<file path="src/rtl/rte_pkg.sv">
// Shared types, widths and operation codes of the route table engine.
package rte_pkg;

    localparam int TABLE_DEPTH_DEF = 64;

    localparam int FUNC_W = 2;
    localparam int ADDR_W = 32;
    localparam int HOP_W  = 16;
    localparam int ST_W   = 2;
    localparam int CNT_W  = 7;

    localparam logic [FUNC_W-1:0] FUNC_LOOKUP = 2'd0;
    localparam logic [FUNC_W-1:0] FUNC_ADD    = 2'd1;
    localparam logic [FUNC_W-1:0] FUNC_DELETE = 2'd2;
    localparam logic [FUNC_W-1:0] FUNC_CLEAR  = 2'd3;

    localparam logic [ST_W-1:0] ST_OK        = 2'd0;
    localparam logic [ST_W-1:0] ST_NOT_FOUND = 2'd1;
    localparam logic [ST_W-1:0] ST_FULL      = 2'd2;

    // Request as it travels along the chain of cells. For a lookup the relay and hop
    // fields are replaced by those stored in the matching cell.
    typedef struct packed {
        logic [FUNC_W-1:0] func;
        logic [ADDR_W-1:0] dest;
        logic [ADDR_W-1:0] relay;
        logic [HOP_W-1:0]  hops;
        logic [HOP_W-1:0]  fresh;
        logic              found;
        logic              free_found;
        logic [CNT_W-1:0]  removed;
    } pkt_t;

    // Route written into a free cell when an add finds no matching entry.
    typedef struct packed {
        logic [ADDR_W-1:0] dest;
        logic [ADDR_W-1:0] relay;
        logic [HOP_W-1:0]  hops;
        logic [HOP_W-1:0]  fresh;
    } ins_t;

endpackage

</file>
<file path="src/rtl/rte_cell.sv">
// One table entry with its compare logic and one stage of the request chain.
module rte_cell #(
    parameter int TABLE_DEPTH = rte_pkg::TABLE_DEPTH_DEF,
    parameter int CELL_IDX    = 0
) (
    input  logic                             clk,
    input  logic                             rst_n,
    input  logic                             in_valid,
    input  rte_pkg::pkt_t                    in_pkt,
    input  logic [$clog2(TABLE_DEPTH)-1:0]   in_free_idx,
    output logic                             out_valid,
    output rte_pkg::pkt_t                    out_pkt,
    output logic [$clog2(TABLE_DEPTH)-1:0]   out_free_idx,
    input  logic                             ins_en,
    input  logic [$clog2(TABLE_DEPTH)-1:0]   ins_idx,
    input  rte_pkg::ins_t                    ins,
    output logic                             entry_valid
);
    import rte_pkg::*;

    localparam int IDX_W = $clog2(TABLE_DEPTH);
    localparam logic [IDX_W-1:0] MY_IDX = IDX_W'(CELL_IDX);

    logic              valid_reg,    valid_next;
    logic [ADDR_W-1:0] dest_reg,     dest_next;
    logic [ADDR_W-1:0] relay_reg,    relay_next;
    logic [HOP_W-1:0]  hops_reg,     hops_next;
    logic [HOP_W-1:0]  fresh_reg,    fresh_next;

    logic              pkt_valid_reg;
    pkt_t              pkt_reg,      pkt_next;
    logic [IDX_W-1:0]  idx_reg,      idx_next;
    logic              hit;

    assign hit = valid_reg && (dest_reg == in_pkt.dest);

    always_comb
    begin
        valid_next    = valid_reg;
        dest_next     = dest_reg;
        relay_next    = relay_reg;
        hops_next     = hops_reg;
        fresh_next    = fresh_reg;
        pkt_next      = in_pkt;
        idx_next      = in_free_idx;

        if (in_valid)
        begin
            case (in_pkt.func)
                FUNC_LOOKUP:
                begin
                    if (hit)
                    begin
                        pkt_next.found = 1'b1;
                        pkt_next.relay = relay_reg;
                        pkt_next.hops  = hops_reg;
                    end
                end
                FUNC_ADD:
                begin
                    if (hit)
                    begin
                        pkt_next.found = 1'b1;
                        if (fresh_reg < in_pkt.fresh)
                        begin
                            relay_next = in_pkt.relay;
                            hops_next  = in_pkt.hops;
                            fresh_next = in_pkt.fresh;
                        end
                    end
                    if (!valid_reg && !in_pkt.free_found)
                    begin
                        pkt_next.free_found = 1'b1;
                        idx_next            = MY_IDX;
                    end
                end
                FUNC_DELETE:
                begin
                    if (hit)
                    begin
                        pkt_next.found = 1'b1;
                        valid_next     = 1'b0;
                    end
                end
                FUNC_CLEAR:
                begin
                    if (valid_reg && (relay_reg == in_pkt.relay))
                    begin
                        valid_next       = 1'b0;
                        pkt_next.removed = in_pkt.removed + CNT_W'(1);
                    end
                end
                default:
                begin
                end
            endcase
        end

        // A new route lands here after its request has left the chain.
        if (ins_en && (ins_idx == MY_IDX))
        begin
            valid_next = 1'b1;
            dest_next  = ins.dest;
            relay_next = ins.relay;
            hops_next  = ins.hops;
            fresh_next = ins.fresh;
        end
    end

    always_ff @(posedge clk or negedge rst_n)
    begin
        if (!rst_n)
        begin
            valid_reg     <= 1'b0;
            pkt_valid_reg <= 1'b0;
        end
        else
        begin
            valid_reg     <= valid_next;
            pkt_valid_reg <= in_valid;
        end
    end

    always_ff @(posedge clk)
    begin
        dest_reg     <= dest_next;
        relay_reg    <= relay_next;
        hops_reg     <= hops_next;
        fresh_reg    <= fresh_next;
        pkt_reg      <= pkt_next;
        idx_reg      <= idx_next;
    end

    assign out_valid    = pkt_valid_reg;
    assign out_pkt      = pkt_reg;
    assign out_free_idx = idx_reg;
    assign entry_valid  = valid_reg;

endmodule

</file>
<file path="config.mk">
export PLATFORM = sky130hd
export DESIGN_NAME = rte_cell
export DESIGN_NICKNAME = d
export VERILOG_FILES = /design/src/rtl/rte_pkg.sv /design/src/rtl/rte_cell.sv
export SDC_FILE = /design/constraint.sdc
export NUM_CORES = 1
export LEC_CHECK = 0
export ABC_AREA = 1
export BUFFER_PORTS_ARGS = -buffer_cell sky130_fd_sc_hd__clkbuf_2
export CAP_MARGIN = 20
export CORE_MARGIN = 3
export CORE_UTILIZATION = 50
export CTS_CLUSTER_DIAMETER = 30
export CTS_CLUSTER_SIZE = 24
export DETAILED_ROUTE_END_ITERATION = 8
export GPL_ROUTABILITY_DRIVEN = 0
export GPL_TIMING_DRIVEN = 0
export HOLD_SLACK_MARGIN = 0.08
export PLACE_DENSITY = 0.81
export SYNTH_ARGS = -nofsm -noshare
export SYNTH_HDL_FRONTEND = slang
export SYNTH_SLANG_ARGS = --single-unit
</file>
<file path="constraint.sdc">
create_clock -name clk -period 3.49 [get_ports clk]
set_input_delay 0.5235 -clock clk [delete_from_list [all_inputs] [get_ports clk]]
set_output_delay 0.5235 -clock clk [all_outputs]
set_load 0.02 [all_outputs]
</file>
==> flow_summary.yaml <==
status:
  status: "complete, no violations"
final_layout:
  ff_latch_area_mm2: 0.00519
  final_cell_mix: "nand2_1 (344), clkbuf_2 (334), inv_1 (234)"
  syn_to_final_growth_pct: 39.2
  multiInputGateArea_mm2: 0.00290
  nets: 1720
  layout_commonest_cell: "nand2_1"
  nFillCells: 1312
  largest_register_ffs: 107
  drive_gt1_share_pct: 27.9
power:
  comb_power_share_pct: 7.2
  ir_worst_vdd_mv: 0.537
  clkPwrFrac_pct: 57.3
  switching_share_pct: 21.8
  intPower_mw: 5.94
  p_total_mw: 7.60
  p_sw_mw: 1.66
  seqPwrFrac_pct: 35.5
  powerDensity_mw_per_mm2: 599
  leakage_nw: 6.73
cts:
  clk-insertion-delay-late_ns: 0.51
  cts.repair.resized: 0
  cts.clk_slew.worst_paths_ns: 0.05
  cts.sinks: 211
  cts_buffers: 44
  cts_tree: "yes"
  clockRootBuffer: "clkbuf_16"
  cts.path.max_buffers: 3
  htree_num_levels: 2
sta:
  setup_viol: 0
  finalMaxSlewViolations: 0
  rsz0062_at_grt: "false"
  holdWs_ns: 0.140
  max_freq_mhz: 333
  hold_viol: 0
  min_period_ns: 3.00
  fin_worst_skew_ns: 0.0105
  period_share_pct: 86.0
  slew_headroom_pct: 37.9
  fin_setup_tns_ns: 0
  tightest_slew_ns: 0.931
  setup_slack_ns: 0.489
min_path:
  hp-class: "in -> reg"
  holdPathStages: 1
setup_path:
  r2r_cells: 10
  max_stage_delay_ns: 0.64
  critPathKind: "reg -> reg"
  crit_fanout: 64
  path_cells: "xnor2_1 > nand4_1 > nor2_1 > nand3_1 > nor2_2 > buf_2 > nand2_1 > nor2_1 > nand2_1 > nand2_4"
  crit_path_start_kind: "flip-flop"
  rrSetupSlack_ns: 0.49
  arrival_ns: 3.12
  critPathSlowestCell: "nand2_4"
  cp.required_ns: 3.61
  end_kind: "flip-flop"
grt:
  grt_max_degree: 65
  grt_use_total_pct: 27.7
  grt.overflow.total: 0
  grt_first_pass_wirelength_mm: 43.4
  grt_pass1_vias: 8718
  grt_antenna_before_repair: 0
detailed_routing:
  viasPerCell: 5.01
  wl_mm: 28.3
  first_pass_iters: 7
  ant_nets: 0
  num_vias: 8745
  route.detailed.drc: 0
  drtIter0Drc: 661
  drt-wirelength-per-cell_um: 16.2
place:
  port_buffers: 333
  dp_slack_ns: 0.262
  dp_hpwl_mm: 21.0
floorplanning:
  num_rows: 48
  initial_core_util_pct: 51.8
  die_w_um: 141
  fp.dieArea_mm2: 0.0199
  ios: 334
  die_h_um: 141
  core_mm2: 0.0176
logic_synthesis:
  synth-seq-area-share_pct: 57.0
  synth_cell_types: 30
  async_reset_ff_share_pct: 0.948
  synth_edf_count: 96
  ys_warn_count: 0
  syn_area_per_cell_um2: 8.26
  synth_seq_cells: 211
  syn_area_mm2: 0.00912
  synth-main-ff-cell: "dfxtp_1"
  syn-num-nets: 1339
  syn_inst: 1104
flow_run:
  cap_violations: 0
final timing paths:
path / from / endpoint
min in group asynchronous: rst_n / out_valid$_DFF_PN0_
max in group asynchronous: rst_n / entry_valid$_DFFE_PN0P_
min: in_pkt[15] / out_pkt[15]$_DFF_P_
max: dest_reg[4]$_DFFE_PP_ / relay_reg[23]$_DFFE_PP_
min reg2reg: hops_reg[11]$_DFFE_PP_ / out_pkt[36]$_DFF_P_
max reg2reg: dest_reg[4]$_DFFE_PP_ / relay_reg[23]$_DFFE_PP_
per-layer routing:
metal	GRT usage, %	routed length [µm]	up-vias
met5	0	0	-
met4	12.3	1310	0
met3	6.38	2660	101
met2	48.6	14000	519
met1	32.2	10400	3891
li1	-	-	4234
Yosys cell counts (all sizes together) (10+ instances only):
cell type | instances | area (µm²)
nor3 | 10 | 65.1
nand3 | 23 | 115
inv | 234 | 878
o21ai | 77 | 385
dfxtp | 113 | 2260
nand2 | 345 | 1290
clkbuf | 24 | 90.1
edfxtp | 96 | 2880
nand4 | 60 | 375
buf | 10 | 63.8
nor2 | 63 | 239
ha | 16 | 200
logic make-up (layout without fill, tap and decap cells):
family | after synthesis | in the layout | synth area share, %
simple gates | 511 | 511 | 23.6
other cells | 0 | 1 | 0
compound gates | 88 | 88 | 4.90
xor+xnor | 10 | 10 | 0.961
fa+ha+maj | 16 | 16 | 2.20
flops | 211 | 211 | 57.0
buf+inv | 268 | 683 | 11.3
stage by stage:
stage	std cells	util [%]	instance area, µm²
after floorplan	1104	-	9120
after global placement	1662	62.9	11100
after detailed placement	1663	63.0	11100
after CTS	1744	72.1	12700
after global routing	1744	72.1	12700
final	1745	72.1	12700
critical path, delay by kind of cell (launching register included):
kind	cells	cell delay [ns]
DFF	1	0.42
xor gates and xnor gates	1	0.26
buffers and inverters	1	0.28
and+or+nand+nor	8	1.56
repair_timing:
| item | CTS | global route |
|---|---|---|
| hold buffers | 1 | 0 |
| endpoints found under the hold margin | 2 | 0 |
| buffers inserted | 0 | 0 |
power by group through the flow:
| stage | clock [mW] | combinational, mW | sequential [mW] |
|---|---|---|---|
| floorplan | 0 | 0.169 | 2.83 |
| global placement | 0 | 0.523 | 2.74 |
| detailed placement | 0 | 0.537 | 2.74 |
| CTS | 4.40 | 0.546 | 2.70 |
| global route | 4.52 | 0.602 | 2.70 |
| finish | 4.36 | 0.547 | 2.70 |
area by class of cell:
class | instances | share of cell area (%)
Antenna cell | 1 | 0.0197
Buffer | 34 | 1.22
Clock buffer | 61 | 10.7
Clock inverter | 19 | 1.82
Inverter | 234 | 6.92
Multi-Input combinational cell | 625 | 22.8
Sequential cell | 211 | 40.9
Tap cell | 225 | 2.22
Timing Repair Buffer | 335 | 13.4
(Power assumes the default switching activity.)
