[src/rtl/rte_pkg.sv]
// Shared types, widths and operation codes of the route table engine.
package rte_pkg;

    localparam int TABLE_DEPTH_DEF = 64;

    localparam int FUNC_W = 2;
    localparam int ADDR_W = 32;
    localparam int HOP_W  = 16;
    localparam int ST_W   = 2;
    localparam int CNT_W  = 7;

    localparam logic [FUNC_W-1:0] FUNC_LOOKUP = 2'd0;
    localparam logic [FUNC_W-1:0] FUNC_ADD    = 2'd1;
    localparam logic [FUNC_W-1:0] FUNC_DELETE = 2'd2;
    localparam logic [FUNC_W-1:0] FUNC_CLEAR  = 2'd3;

    localparam logic [ST_W-1:0] ST_OK        = 2'd0;
    localparam logic [ST_W-1:0] ST_NOT_FOUND = 2'd1;
    localparam logic [ST_W-1:0] ST_FULL      = 2'd2;

    // Request as it travels along the chain of cells. For a lookup the relay and hop
    // fields are replaced by those stored in the matching cell.
    typedef struct packed {
        logic [FUNC_W-1:0] func;
        logic [ADDR_W-1:0] dest;
        logic [ADDR_W-1:0] relay;
        logic [HOP_W-1:0]  hops;
        logic [HOP_W-1:0]  fresh;
        logic              found;
        logic              free_found;
        logic [CNT_W-1:0]  removed;
    } pkt_t;

    // Route written into a free cell when an add finds no matching entry.
    typedef struct packed {
        logic [ADDR_W-1:0] dest;
        logic [ADDR_W-1:0] relay;
        logic [HOP_W-1:0]  hops;
        logic [HOP_W-1:0]  fresh;
    } ins_t;

endpackage

[src/rtl/rte_if.sv]
// Request and response channel interfaces of the route table engine.
interface rte_req_if;
    import rte_pkg::*;

    logic              valid;
    logic              ready;
    logic [FUNC_W-1:0] func;
    logic [ADDR_W-1:0] dest_addr;
    logic [ADDR_W-1:0] next_hop_addr;
    logic [HOP_W-1:0]  hop_count;
    logic [HOP_W-1:0]  freshness;

    modport source (
        output valid, func, dest_addr, next_hop_addr, hop_count, freshness,
        input  ready
    );
    modport sink (
        input  valid, func, dest_addr, next_hop_addr, hop_count, freshness,
        output ready
    );
endinterface

interface rte_rsp_if;
    import rte_pkg::*;

    logic              valid;
    logic              ready;
    logic [ST_W-1:0]   status;
    logic [ADDR_W-1:0] found_next_hop;
    logic [HOP_W-1:0]  found_hops;
    logic [CNT_W-1:0]  removed_count;
    logic [CNT_W-1:0]  entry_count;

    modport source (
        output valid, status, found_next_hop, found_hops, removed_count, entry_count,
        input  ready
    );
    modport sink (
        input  valid, status, found_next_hop, found_hops, removed_count, entry_count,
        output ready
    );
endinterface

[src/rtl/rte_ctrl.sv]
// Request intake, result building, entry count and insert commit of the route table.
module rte_ctrl #(
    parameter int TABLE_DEPTH = rte_pkg::TABLE_DEPTH_DEF
) (
    input  logic                             clk,
    input  logic                             rst_n,
    rte_req_if.sink                          req,
    rte_rsp_if.source                        rsp,
    output logic                             head_valid,
    output rte_pkg::pkt_t                    head_pkt,
    output logic [$clog2(TABLE_DEPTH)-1:0]   head_free_idx,
    input  logic                             tail_valid,
    input  rte_pkg::pkt_t                    tail_pkt,
    input  logic [$clog2(TABLE_DEPTH)-1:0]   tail_free_idx,
    output logic                             ins_en,
    output logic [$clog2(TABLE_DEPTH)-1:0]   ins_idx,
    output rte_pkg::ins_t                    ins,
    output logic [rte_pkg::CNT_W-1:0]        entry_total
);
    import rte_pkg::*;

    localparam int IDX_W = $clog2(TABLE_DEPTH);

    typedef enum logic [2:0] {
        S_IDLE = 3'b001,
        S_SCAN = 3'b010,
        S_DONE = 3'b100
    } state_t;

    typedef struct packed {
        logic [ST_W-1:0]   status;
        logic [ADDR_W-1:0] found_next_hop;
        logic [HOP_W-1:0]  found_hops;
        logic [CNT_W-1:0]  removed_count;
        logic [CNT_W-1:0]  entry_count;
    } rsp_t;

    state_t           state_reg,      state_next;
    logic             head_valid_reg, head_valid_next;
    pkt_t             head_pkt_reg,   head_pkt_next;
    rsp_t             res_reg,        res_next;
    logic             ins_en_reg,     ins_en_next;
    logic [IDX_W-1:0] ins_idx_reg,    ins_idx_next;
    ins_t             ins_data_reg,   ins_data_next;
    logic [CNT_W-1:0] count_reg,      count_next;
    logic             out_valid_reg,  out_valid_next;
    rsp_t             out_reg,        out_next;

    logic             accept;
    logic             out_free;
    logic             do_insert;
    rsp_t             tail_res;

    assign req.ready = (state_reg == S_IDLE);
    assign accept    = req.valid && req.ready;
    assign out_free  = !out_valid_reg || rsp.ready;

    // Result of the request that has just left the last cell.
    always_comb
    begin
        tail_res  = '0;
        do_insert = 1'b0;
        case (tail_pkt.func)
            FUNC_LOOKUP:
            begin
                if (tail_pkt.found)
                begin
                    tail_res.found_next_hop = tail_pkt.relay;
                    tail_res.found_hops     = tail_pkt.hops;
                end
                else
                begin
                    tail_res.status = ST_NOT_FOUND;
                end
            end
            FUNC_ADD:
            begin
                if (!tail_pkt.found)
                begin
                    if (tail_pkt.free_found)
                    begin
                        do_insert = 1'b1;
                    end
                    else
                    begin
                        tail_res.status = ST_FULL;
                    end
                end
            end
            FUNC_DELETE:
            begin
                if (tail_pkt.found)
                begin
                    tail_res.removed_count = CNT_W'(1);
                end
                else
                begin
                    tail_res.status = ST_NOT_FOUND;
                end
            end
            FUNC_CLEAR:
            begin
                tail_res.removed_count = tail_pkt.removed;
            end
            default:
            begin
            end
        endcase
        tail_res.entry_count = count_reg - tail_res.removed_count + CNT_W'(do_insert);
    end

    always_comb
    begin
        state_next      = state_reg;
        head_valid_next = 1'b0;
        head_pkt_next   = head_pkt_reg;
        res_next        = res_reg;
        ins_en_next     = 1'b0;
        ins_idx_next    = ins_idx_reg;
        ins_data_next   = ins_data_reg;
        count_next      = count_reg;
        out_valid_next  = out_valid_reg && !rsp.ready;
        out_next        = out_reg;

        case (state_reg)
            S_IDLE:
            begin
                if (accept)
                begin
                    head_valid_next          = 1'b1;
                    head_pkt_next.func       = req.func;
                    head_pkt_next.dest       = req.dest_addr;
                    head_pkt_next.relay      = req.next_hop_addr;
                    head_pkt_next.hops       = req.hop_count;
                    head_pkt_next.fresh      = req.freshness;
                    head_pkt_next.found      = 1'b0;
                    head_pkt_next.free_found = 1'b0;
                    head_pkt_next.removed    = '0;
                    state_next               = S_SCAN;
                end
            end
            S_SCAN:
            begin
                if (tail_valid)
                begin
                    res_next            = tail_res;
                    count_next          = tail_res.entry_count;
                    ins_en_next         = do_insert;
                    ins_idx_next        = tail_free_idx;
                    ins_data_next.dest  = tail_pkt.dest;
                    ins_data_next.relay = tail_pkt.relay;
                    ins_data_next.hops  = tail_pkt.hops;
                    ins_data_next.fresh = tail_pkt.fresh;
                    state_next          = S_DONE;
                end
            end
            S_DONE:
            begin
                if (out_free)
                begin
                    out_valid_next = 1'b1;
                    out_next       = res_reg;
                    state_next     = S_IDLE;
                end
            end
            default:
            begin
                state_next = S_IDLE;
            end
        endcase
    end

    always_ff @(posedge clk or negedge rst_n)
    begin
        if (!rst_n)
        begin
            state_reg      <= S_IDLE;
            head_valid_reg <= 1'b0;
            ins_en_reg     <= 1'b0;
            count_reg      <= '0;
            out_valid_reg  <= 1'b0;
        end
        else
        begin
            state_reg      <= state_next;
            head_valid_reg <= head_valid_next;
            ins_en_reg     <= ins_en_next;
            count_reg      <= count_next;
            out_valid_reg  <= out_valid_next;
        end
    end

    always_ff @(posedge clk)
    begin
        head_pkt_reg <= head_pkt_next;
        res_reg      <= res_next;
        ins_idx_reg  <= ins_idx_next;
        ins_data_reg <= ins_data_next;
        out_reg      <= out_next;
    end

    assign head_valid         = head_valid_reg;
    assign head_pkt           = head_pkt_reg;
    assign head_free_idx      = '0;
    assign ins_en             = ins_en_reg;
    assign ins_idx            = ins_idx_reg;
    assign ins                = ins_data_reg;
    assign entry_total        = count_reg;

    assign rsp.valid          = out_valid_reg;
    assign rsp.status         = out_reg.status;
    assign rsp.found_next_hop = out_reg.found_next_hop;
    assign rsp.found_hops     = out_reg.found_hops;
    assign rsp.removed_count  = out_reg.removed_count;
    assign rsp.entry_count    = out_reg.entry_count;

endmodule

[src/flat_wrapper.sv]
// flat-port wrapper written by rule: the top's interface ports become plain ports
module rte_ctrl_flat import rte_pkg::*;
#(
    parameter int TABLE_DEPTH = rte_pkg::TABLE_DEPTH_DEF
)
  (clk, rst_n, head_valid, head_pkt, head_free_idx, tail_valid, tail_pkt, tail_free_idx, ins_en, ins_idx, ins, entry_total, req_valid, req_func, req_dest_addr, req_next_hop_addr, req_hop_count, req_freshness, req_ready, rsp_valid, rsp_status, rsp_found_next_hop, rsp_found_hops, rsp_removed_count, rsp_entry_count, rsp_ready);
  rte_req_if req_i ();
  rte_rsp_if rsp_i ();
  input  logic clk;
  input  logic rst_n;
  output logic head_valid;
  output rte_pkg::pkt_t head_pkt;
  output logic [$clog2(TABLE_DEPTH)-1:0] head_free_idx;
  input  logic tail_valid;
  input  rte_pkg::pkt_t tail_pkt;
  input  logic [$clog2(TABLE_DEPTH)-1:0] tail_free_idx;
  output logic ins_en;
  output logic [$clog2(TABLE_DEPTH)-1:0] ins_idx;
  output rte_pkg::ins_t ins;
  output logic [rte_pkg::CNT_W-1:0] entry_total;
  input wire logic [$bits(req_i.valid)-1:0] req_valid;
  input wire logic [$bits(req_i.func)-1:0] req_func;
  input wire logic [$bits(req_i.dest_addr)-1:0] req_dest_addr;
  input wire logic [$bits(req_i.next_hop_addr)-1:0] req_next_hop_addr;
  input wire logic [$bits(req_i.hop_count)-1:0] req_hop_count;
  input wire logic [$bits(req_i.freshness)-1:0] req_freshness;
  output wire logic [$bits(req_i.ready)-1:0] req_ready;
  output wire logic [$bits(rsp_i.valid)-1:0] rsp_valid;
  output wire logic [$bits(rsp_i.status)-1:0] rsp_status;
  output wire logic [$bits(rsp_i.found_next_hop)-1:0] rsp_found_next_hop;
  output wire logic [$bits(rsp_i.found_hops)-1:0] rsp_found_hops;
  output wire logic [$bits(rsp_i.removed_count)-1:0] rsp_removed_count;
  output wire logic [$bits(rsp_i.entry_count)-1:0] rsp_entry_count;
  input wire logic [$bits(rsp_i.ready)-1:0] rsp_ready;
  assign req_i.valid = req_valid;
  assign req_i.func = req_func;
  assign req_i.dest_addr = req_dest_addr;
  assign req_i.next_hop_addr = req_next_hop_addr;
  assign req_i.hop_count = req_hop_count;
  assign req_i.freshness = req_freshness;
  assign req_ready = req_i.ready;
  assign rsp_valid = rsp_i.valid;
  assign rsp_status = rsp_i.status;
  assign rsp_found_next_hop = rsp_i.found_next_hop;
  assign rsp_found_hops = rsp_i.found_hops;
  assign rsp_removed_count = rsp_i.removed_count;
  assign rsp_entry_count = rsp_i.entry_count;
  assign rsp_i.ready = rsp_ready;
  rte_ctrl #(.TABLE_DEPTH(TABLE_DEPTH)) u_core (.clk(clk), .rst_n(rst_n), .req(req_i), .rsp(rsp_i), .head_valid(head_valid), .head_pkt(head_pkt), .head_free_idx(head_free_idx), .tail_valid(tail_valid), .tail_pkt(tail_pkt), .tail_free_idx(tail_free_idx), .ins_en(ins_en), .ins_idx(ins_idx), .ins(ins), .entry_total(entry_total));
endmodule
[config.mk]
export PLATFORM = sky130hd
export DESIGN_NAME = rte_ctrl_flat
export DESIGN_NICKNAME = d
export VERILOG_FILES = /design/src/rtl/rte_pkg.sv /design/src/rtl/rte_if.sv /design/src/rtl/rte_ctrl.sv /design/src/flat_wrapper.sv
export SDC_FILE = /design/constraint.sdc
export NUM_CORES = 1
export LEC_CHECK = 0
export BUFFER_PORTS_ARGS = -buffer_cell sky130_fd_sc_hd__buf_2
export CORE_AREA = 2 2 198 200
export CTS_CLUSTER_SIZE = 16
export DETAILED_ROUTE_END_ITERATION = 8
export DIE_AREA = 0 0 200 202
export PLACE_DENSITY = 0.59
export SLEW_MARGIN = 20
export SYNTH_ARGS = -nofsm -noshare
export SYNTH_HDL_FRONTEND = slang
export SYNTH_SLANG_ARGS = --single-unit
export TNS_END_PERCENT = 10
[constraint.sdc]
create_clock -name clk -period 5.3 [get_ports clk]
set_input_delay 0.795 -clock clk [delete_from_list [all_inputs] [get_ports clk]]
set_output_delay 0.795 -clock clk [all_outputs]
set_load 0.005 [all_outputs]
==> results of run 1 <==
-- stage by stage --
stage                     hold WS, ps  total power [W]  cell area, um2  std cells  worst slack (ps)
after detailed placement          405          0.00451           14300       1510              1660
after global placement            400          0.00449           14300       1510              1680
after floorplan                   400          0.00403           11300        518              1270
after CTS                         128          0.00707           15500       1574              2220
final                             161          0.00696           15500       1574              2160
after global routing              146          0.00731           15500       1574              2010
-- cell type report --
cell class | count | area share [%]
sequential | 341 | 65.6
timing repair buffer | 495 | 16.0
clock buffer | 44 | 6.41
multi-input combinational | 143 | 6.22
tap | 518 | 4.18
clock inverter | 20 | 1.25
inverter | 13 | 0.347
-- routing by layer --
metal | routed length [um] | share of wire [%]
met2 | 14400 | 52
met4 | 837 | 3.0
met5 | 15 | 0.054
met1 | 9990 | 36
met3 | 2680 | 9.6
-- worst max-delay path, stage by stage --
cell and delay [ps]:
buf_2 130, nand2b_1 190, a21boi_0 460, ha_1 330, inv_1 60, ha_1 190, inv_1 60, fa_1 400
nand2b_1 180, a21oi_1 260, nor4_2 110, o21ai_0 160, o31ai_1 80
-- how the worst min path moves through the flow --
stage                                                          to  depth (start not counted)                        startpoint
after floorplan               u_core.rsp.entry_count[0]$_DFFE_PP_                          0       u_core.res_reg[0]$_DFFE_PP_
after global placement    u_core.rsp.found_next_hop[26]$_DFFE_PP_                          0  u_core.res_reg[56]$_SDFFCE_PN0P_
after detailed placement       u_core.rsp.found_hops[6]$_DFFE_PP_                          0  u_core.res_reg[20]$_SDFFCE_PN0P_
after CTS                         u_core.state_reg[1]$_DFFE_PN0P_                          1                             rst_n
after global routing                  u_core.head_valid$_DFF_PN0_                          1                             rst_n
final                             u_core.state_reg[1]$_DFFE_PN0P_                          1                             rst_n
-- synth_stat cells --
cell type	n
edfxtp_1	328
and2_1	51
buf_4	15
nand2_1	15
dfrtp_1	12
ha_1	12
inv_1	12
a21oi_1	6
o21ai_0	5
xnor2_1	5
clkbuf_1	4
nand2b_1	4
nor2_1	4
nand3b_1	3
mux2_2	2
nand3_1	2
nor2b_1	2
a211oi_1	1
a21boi_0	1
a21o_1	1
a31oi_1	1
and3_1	1
buf_2	1
buf_6	1
conb_1	1
dfstp_2	1
fa_1	1
inv_6	1
mux2_4	1
nor3_2	1
nor3b_1	1
nor4_2	1
nor4b_1	1
nor4bb_1	1
o21bai_1	1
o31a_1	1
o31ai_1	1
or3b_1	1
xor2_1	1
-- logic make-up (layout without fill, tap and decap cells) --
group	after synthesis	after routing	share of synthesized area [%]
and+or+nand+nor	88	88	4.65
adders and majority gates	13	13	1.51
xor gates and xnor gates	6	6	0.466
muxes	3	3	0.333
AOI/OAI and AO/OA	18	18	0.955
other	1	15	0.0333
DFF	341	341	90.3
buffers and inverters	34	572	1.75
-- report_power, final --
| group | internal [W] | switching [W] |
|---|---|---|
| Sequential | 0.00340 | 0.000103 |
| Clock | 0.00153 | 0.000997 |
| Combinational | 0.000391 | 0.000547 |
| Total | 0.00532 | 0.00165 |
==> impl_metrics.json, run 1 <==
{
  "syn_to_final_growth_pct": 37.7,
  "die_w_um": 200,
  "grt_pass1_wl_um": 38800,
  "largest_register_ffs": 98,
  "worstReg2RegStart": "u_core.state_reg[0]$_DFFE_PN1P_",
  "drcViolationCount": 0,
  "use_met3_pct": 4.67,
  "fmax_ghz": 0.318,
  "final_cell_mix": "buf_2 (490), edfxtp_1 (328), and2_1 (50)",
  "worstSetupEndpointType": "flop",
  "synthesis.area_um2": 11300,
  "post-cts-setup-buffers": 0,
  "vias": 6337,
  "power_density_nw_per_um2": 449,
  "status": "completed",
  "drt_wl_total_um": 27900,
  "core_area_um2": 38300,
  "cp-startpoint": "tail_pkt[105]",
  "drv_slew": 0,
  "seq_area_um2": 10200,
  "p_leak_nw": 6.25,
  "reg2reg_to": "u_core.ins[67]$_DFFE_PP_",
  "synth_top_area_share_pct": 87.4,
  "fin_skew_ps": 7.81,
  "final_antenna_net_count": 0,
  "dpl.hpwl_um": 20900,
  "drv_cap": 0,
  "hp-class": "input pin to async pin",
  "path_class": "input pin to flop",
  "antenna_found_initial": 4,
  "r2r_slack_ps": 2530,
  "worstMarginPinSlew_ps": 985,
  "antenna_cells": 0,
  "crit_arrival_ps": 3410,
  "grt_pass1_vias": 6595,
  "overflow": 0,
  "start_util_pct": 29.4,
  "required_ps": 5570,
  "crit_end": "u_core.res_reg[6]$_DFFE_PP_",
  "synth_seq_cells": 341,
  "htree_levels": 2,
  "synth.avg_cell_area_um2": 22.4,
  "drtIter0Drc": 286,
  "hold_viol": 0,
  "final.fill_count": 3520,
  "worstSkewPairLatency_ps": 530,
  "start_kind": "input pin",
  "final_util_pct": 40.5,
  "yosys_warnings": 0,
  "ir_worst_vdd_v": 0.000253,
  "synth_cells": 504,
  "rsz0062_at_grt": "no",
  "routabilityCongestion": 0.754,
  "path_clk_slew_ps": 60,
  "grt_max_degree": 106,
  "vias_per_cell": 4.03,
  "synth_area_leader_cell": "edfxtp_1",
  "cts_sinks": 341,
  "ctsResizeCount": 0,
  "multi_input_area_um2": 966,
  "cts_hold_buf": 0,
  "post-route-period-util_pct": 59.3,
  "die_h_um": 202,
  "use_met1_pct": 13.8,
  "critPathMaxFanout": 7,
  "fin_nets": 1260,
  "final_common_cell": "buf_2",
  "min_period_ps": 3140,
  "root_buffer": "clkbuf_16",
  "synth_area_leaders": "edfxtp_1 (87%), and2_1 (2.8%), dfrtp_1 (2.7%)",
  "rows": 72,
  "ys_seq_area_share_pct": 90.3,
  "first_pass_iters": 4,
  "setup_tns_ps": 0,
  "io_buffers": 490,
  "busiest_layer": "met2",
  "synth_cell_types": 39,
  "setup_violations": 0,
  "track_usage_pct": 13.2,
  "numCtsBuffers": 37,
  "ioPinCount": 506,
  "drive_above_1_share_pct": 52.7,
  "r2r_cells": 4,
  "cts.path.max_buffers": 3,
  "routedWlPerCell_um": 17.7,
  "grtUsageMet2_pct": 23.7,
  "dieArea_um2": 40400,
  "relSlewSlack_pct": 34.3,
  "cts_tree": "built"
}
No activity file was read; power rests on OpenSTA's default activity.
==> run 2, diff against run 1 <==
==> constraint.sdc (replaced) <==
create_clock -name clk -period 3.1 [get_ports clk]
set_input_delay 0.465 -clock clk [delete_from_list [all_inputs] [get_ports clk]]
set_output_delay 0.465 -clock clk [all_outputs]
set_load 0.005 [all_outputs]
==> impl_metrics.json, run 2 (same netlist as run 1, synthesis figures left out) <==
{
  "root_buffer": "clkbuf_16",
  "antenna_found_initial": 4,
  "core_area_um2": 38300,
  "drive_above_1_share_pct": 53.2,
  "hold_viol": 0,
  "worst_path_max_delay_cell": "fa_1",
  "min_period_ps": 2550,
  "ir_worst_vdd_v": 0.000417,
  "critPathTopFamily": "adder cells",
  "ioPinCount": 506,
  "post-route-period-util_pct": 82.3,
  "reg2reg_to": "u_core.res_reg[6]$_DFFE_PP_",
  "routabilityCongestion": 0.810,
  "final_util_pct": 41.0,
  "overflow": 0,
  "rsz0062_at_grt": "no",
  "path_clk_slew_ps": 60,
  "final.fill_count": 3529,
  "path_buf_inv": 4,
  "htree_levels": 2,
  "crit_arrival_ps": 2830,
  "cts_tree": "built",
  "hold-path-cell-count": 1,
  "worstSetupEndpointType": "flop",
  "final_cell_mix": "buf_2 (490), edfxtp_1 (328), and2_1 (50)",
  "setup_violations": 0,
  "drcViolationCount": 0,
  "dieArea_um2": 40400,
  "final_common_cell": "buf_2",
  "fin_nets": 1274,
  "r2r_cells": 11,
  "required_ps": 3380,
  "start_util_pct": 29.4,
  "dpl.hpwl_um": 22000,
  "first_pass_iters": 4,
  "io_buffers": 490,
  "relSlewSlack_pct": 64.4,
  "grt_max_degree": 65,
  "vias": 6493,
  "grtUsageMet2_pct": 24.4,
  "fmax_ghz": 0.392,
  "setup_tns_ps": 0,
  "drv_cap": 0,
  "worstReg2RegStart": "u_core.entry_total[0]$_DFFE_PN0P_",
  "drt_wl_total_um": 29400,
  "syn_to_final_growth_pct": 39.2,
  "min_from": "tail_pkt[76]",
  "ctsResizeCount": 0,
  "die_w_um": 200,
  "grt_pass1_vias": 6607,
  "crit_chain": "buf_2 -> nand2b_1 -> a21boi_0 -> buf_4 -> ha_1 -> inv_1 -> ha_1 -> inv_1 -> fa_1 -> nand2b_1 -> a21oi_1 -> nor4_2 -> o21ai_0 -> o31ai_1",
  "track_usage_pct": 14.0,
  "drv_slew": 0,
  "use_met3_pct": 5.49,
  "cts.path.max_buffers": 3,
  "use_met1_pct": 15.1,
  "final_antenna_net_count": 0,
  "rows": 72,
  "p_leak_nw": 6.34,
  "routedWlPerCell_um": 18.4,
  "worstMarginPinSlew_ps": 527,
  "cts_sinks": 341,
  "vias_per_cell": 4.07,
  "hp-class": "input pin to flop",
  "largest_register_ffs": 98,
  "numCtsBuffers": 38,
  "drtIter0Drc": 316,
  "critPathMaxStageDelay_ps": 390,
  "grt_pass1_wl_um": 40700,
  "hold_end": "u_core.ins[67]$_DFFE_PP_",
  "power_density_nw_per_um2": 761,
  "r2r_slack_ps": 710,
  "critPathMaxFanout": 5,
  "fin_skew_ps": 21.6,
  "busiest_layer": "met2",
  "worstSkewPairLatency_ps": 550,
  "die_h_um": 202,
  "status": "completed",
  "start_kind": "input pin",
  "path_class": "input pin to flop"
}
[run 2: timing repair]
item                       4_1_cts  5_1_grt
hold endpoints to repair        12        0
setup endpoints to repair        0        0
hold buffers                     1        0
setup buffers                    0        0
[run 2: how the worst max path moves through the flow]
stage,start,to,cells after the start
6_report,tail_pkt[105],u_core.res_reg[6]$_DFFE_PP_,14
2_1_floorplan,u_core.state_reg[0]$_DFFE_PN1P_,u_core.head_pkt[100]$_DFFE_PP_,2
3_3_place_gp,tail_pkt[105],u_core.res_reg[6]$_DFFE_PP_,14
4_1_cts,tail_pkt[105],u_core.res_reg[6]$_DFFE_PP_,14
5_1_grt,tail_pkt[105],u_core.res_reg[6]$_DFFE_PP_,14
3_5_place_dp,tail_pkt[105],u_core.res_reg[6]$_DFFE_PP_,14
[run 2: report_power, final]
part | internal (W) | switching (W) | leakage, nW
clock | 0.00249 | 0.00179 | 0.590
sequential | 0.00580 | 0.000164 | 3.18
combinational | 0.000741 | 0.000962 | 2.57
total | 0.00903 | 0.00291 | 6.34
[run 2: layout make-up]
type | instances | area [um2] | share of cell area, %
inverter | 13 | 53.8 | 0.343
antenna | 1 | 2.50 | 0.0159
clock buffer | 48 | 1010 | 6.43
timing repair buffer | 508 | 2650 | 16.9
sequential | 341 | 10200 | 64.9
tap | 518 | 648 | 4.13
multi-input combinational | 143 | 966 | 6.16
clock inverter | 22 | 183 | 1.16
[run 2: per-layer routing]
| layer | wire length, um | vias to the layer above |
|---|---|---|
| li1 | - | 2977 |
| met1 | 10700 | 3136 |
| met2 | 14700 | 320 |
| met3 | 2870 | 58 |
| met4 | 1060 | 2 |
| met5 | 11 | - |
[run 2: stage by stage]
step                setup slack (ps)  hold slack (ps)  power [W]  instance area (um2)  std cells
floorplan                       -507              169    0.00689                11300        518
finish                           549             83.5     0.0119                15700       1594
CTS                              634             45.8     0.0122                15700       1593
global placement                 128              394    0.00776                14500       1522
detailed placement              65.2              400    0.00780                14500       1522
global route                     442             51.5     0.0126                15700       1594
==> run 3, diff against run 2 <==
--- a/config.mk
+++ b/config.mk
@@ -10,7 +10,7 @@
 export CTS_CLUSTER_SIZE = 16
 export DETAILED_ROUTE_END_ITERATION = 8
 export DIE_AREA = 0 0 200 202
-export PLACE_DENSITY = 0.59
+export PLACE_DENSITY = 0.61
 export SLEW_MARGIN = 20
 export SYNTH_ARGS = -nofsm -noshare
 export SYNTH_HDL_FRONTEND = slang
==> constraint.sdc (replaced) <==
create_clock -name clk -period 2.1 [get_ports clk]
set_input_delay 0.315 -clock clk [delete_from_list [all_inputs] [get_ports clk]]
set_output_delay 0.315 -clock clk [all_outputs]
set_load 0.005 [all_outputs]
==> impl_metrics.json, run 3 (same netlist as run 1, synthesis figures left out) <==
{
  "path_clk_slew_ps": 60,
  "worst_path_max_delay_cell": "dfrtp_1",
  "syn_to_final_growth_pct": 59.7,
  "critPathMaxStageDelay_ps": 380,
  "setup_violations": 1,
  "die_h_um": 202,
  "fin_nets": 1496,
  "fmax_ghz": 0.474,
  "worstSkewPairLatency_ps": 530,
  "drv_cap": 0,
  "r2r_cells": 10,
  "critPathMaxFanout": 3,
  "power_density_nw_per_um2": 1020,
  "worstSetupEndpointType": "flop",
  "grt_pass1_vias": 7963,
  "start_util_pct": 29.4,
  "grt_pass1_wl_um": 46300,
  "final_area_um2": 18000,
  "timing.final.ws_setup_ps": -11.7,
  "violations": "setup timing",
  "routabilityCongestion": 0.782,
  "r2r_slack_ps": -10,
  "root_buffer": "clkbuf_16",
  "start_kind": "flop",
  "track_usage_pct": 15.7,
  "reg2reg_to": "u_core.res_reg[6]$_DFFE_PP_",
  "rsz0062_at_grt": "yes",
  "routedWlPerCell_um": 18.2,
  "drcViolationCount": 0,
  "die_w_um": 200,
  "ioPinCount": 506,
  "vias": 7408,
  "final_util_pct": 47.0,
  "postPlaceCellArea_um2": 14700,
  "final_common_cell": "buf_2",
  "path_class": "flop to flop",
  "dpl.hpwl_um": 22800,
  "dp.cells": 1545,
  "io_buffers": 490,
  "post-route-period-util_pct": 101,
  "htree_levels": 2,
  "cts_tree": "built",
  "cp-startpoint": "u_core.entry_total[0]$_DFFE_PN0P_",
  "first_pass_iters": 6,
  "worstReg2RegStart": "u_core.entry_total[0]$_DFFE_PN0P_",
  "drive_above_1_share_pct": 46.4,
  "drt_wl_total_um": 32900,
  "min_period_ps": 2110,
  "vias_per_cell": 4.09,
  "drv_slew": 0,
  "required_ps": 2370,
  "status": "complete, but fails checks",
  "crit_chain": "inv_2 -> ha_4 -> inv_4 -> ha_4 -> inv_2 -> fa_2 -> nand2b_4 -> a21oi_4 -> o31a_1 -> o31ai_1",
  "rows": 72,
  "antenna_found_initial": 1,
  "fin_cells": 1812,
  "grt_max_degree": 65,
  "crit_arrival_ps": 2380,
  "final_cell_mix": "buf_2 (490), edfxtp_1 (328), dlygate4sd3_1 (201)",
  "final_antenna_net_count": 0,
  "hp-class": "input pin to flop",
  "overflow": 0,
  "numCtsBuffers": 36,
  "hold_viol": 0,
  "min_from": "tail_valid",
  "fin_skew_ps": 20.0,
  "p_leak_nw": 7.29,
  "cts.path.max_buffers": 3,
  "crit_end": "u_core.res_reg[6]$_DFFE_PP_",
  "drtIter0Drc": 372,
  "whs_ps": 76.8,
  "dieArea_um2": 40400,
  "ir_worst_vdd_v": 0.000681,
  "cts_sinks": 341,
  "largest_register_ffs": 98,
  "core_area_um2": 38300
}
-- run 3: cell types whose count changed in the layout (fill, tap and decap cells not counted), moves of 4 or more --
| cell | previous run | this run |
|---|---|---|
| clkbuf_1 | 9 | 4 |
| clkinv_2 | 10 | 4 |
| buf_4 | 12 | 30 |
| dlygate4sd3_1 | 1 | 201 |
| clkinv_1 | 6 | 10 |
| buf_12 | 5 | 11 |
-- run 3: what timing repair did --
item | in CTS | in global routing
cloned | 0 | 0
pin swaps | 8 | 7
buffers inserted | 1 | 0
endpoints found under the setup margin | 4 | 4
gates resized for setup | 13 | 1
hold buffers | 200 | 1
endpoints found under the hold margin | 212 | 1
-- run 3: worst max-delay path, delay by kind of cell (launching register included) --
kind | cells | cell delay, ps
fa+ha+maj | 3 | 660
simple gates | 1 | 170
buf+inv | 3 | 160
flops | 1 | 380
compound gates | 3 | 490
-- run 3: how the worst min path moves through the flow --
stage	slack [ps]	endpoint	depth (start not counted)
3_3_place_gp	260	u_core.entry_total[1]$_DFFE_PN0P_	1
3_5_place_dp	260	u_core.ins_en$_DFF_PN0_	1
5_1_grt	60	u_core.state_reg[2]$_DFFE_PN0P_	3
2_1_floorplan	20	u_core.entry_total[0]$_DFFE_PN0P_	0
4_1_cts	7	u_core.head_pkt[57]$_DFFE_PP_	1
6_report	80	u_core.state_reg[2]$_DFFE_PN0P_	3
-- run 3: final cells by class --
cell class                 count  area, um2
inverter                      13       56.3
fill                        3258      20300
multi-input combinational    143       1030
clock inverter                24        258
tap                          518        648
clock buffer                  40        916
timing repair buffer         732       4910
antenna                        1       2.50
sequential                   341      10200
-- run 3: report_power, final --
group	internal, W	switching [W]
clock	0.00377	0.00258
combinational	0.00159	0.00167
sequential	0.00855	0.000268
total	0.0139	0.00451
-- run 3: through the flow --
step / setup TNS (ps) / worst slack [ps] / total power (W)
after floorplan: -63930 / -426 / 0.0101
after global placement: -4090 / -697 / 0.0117
after detailed placement: -4220 / -708 / 0.0118
after CTS: -6.69 / -6.69 / 0.0186
after global routing: -363 / -116 / 0.0193
final: -11.7 / -11.7 / 0.0184
-- run 3: layer usage --
metal | vias to the layer above | GRT usage [%] | wire, um
met5 | - | 0 | 0
met4 | 0 | 7.28 | 1310
met3 | 61 | 6.16 | 2950
met2 | 356 | 28.6 | 17400
met1 | 3570 | 15.4 | 11300
li1 | 3421 | - | -
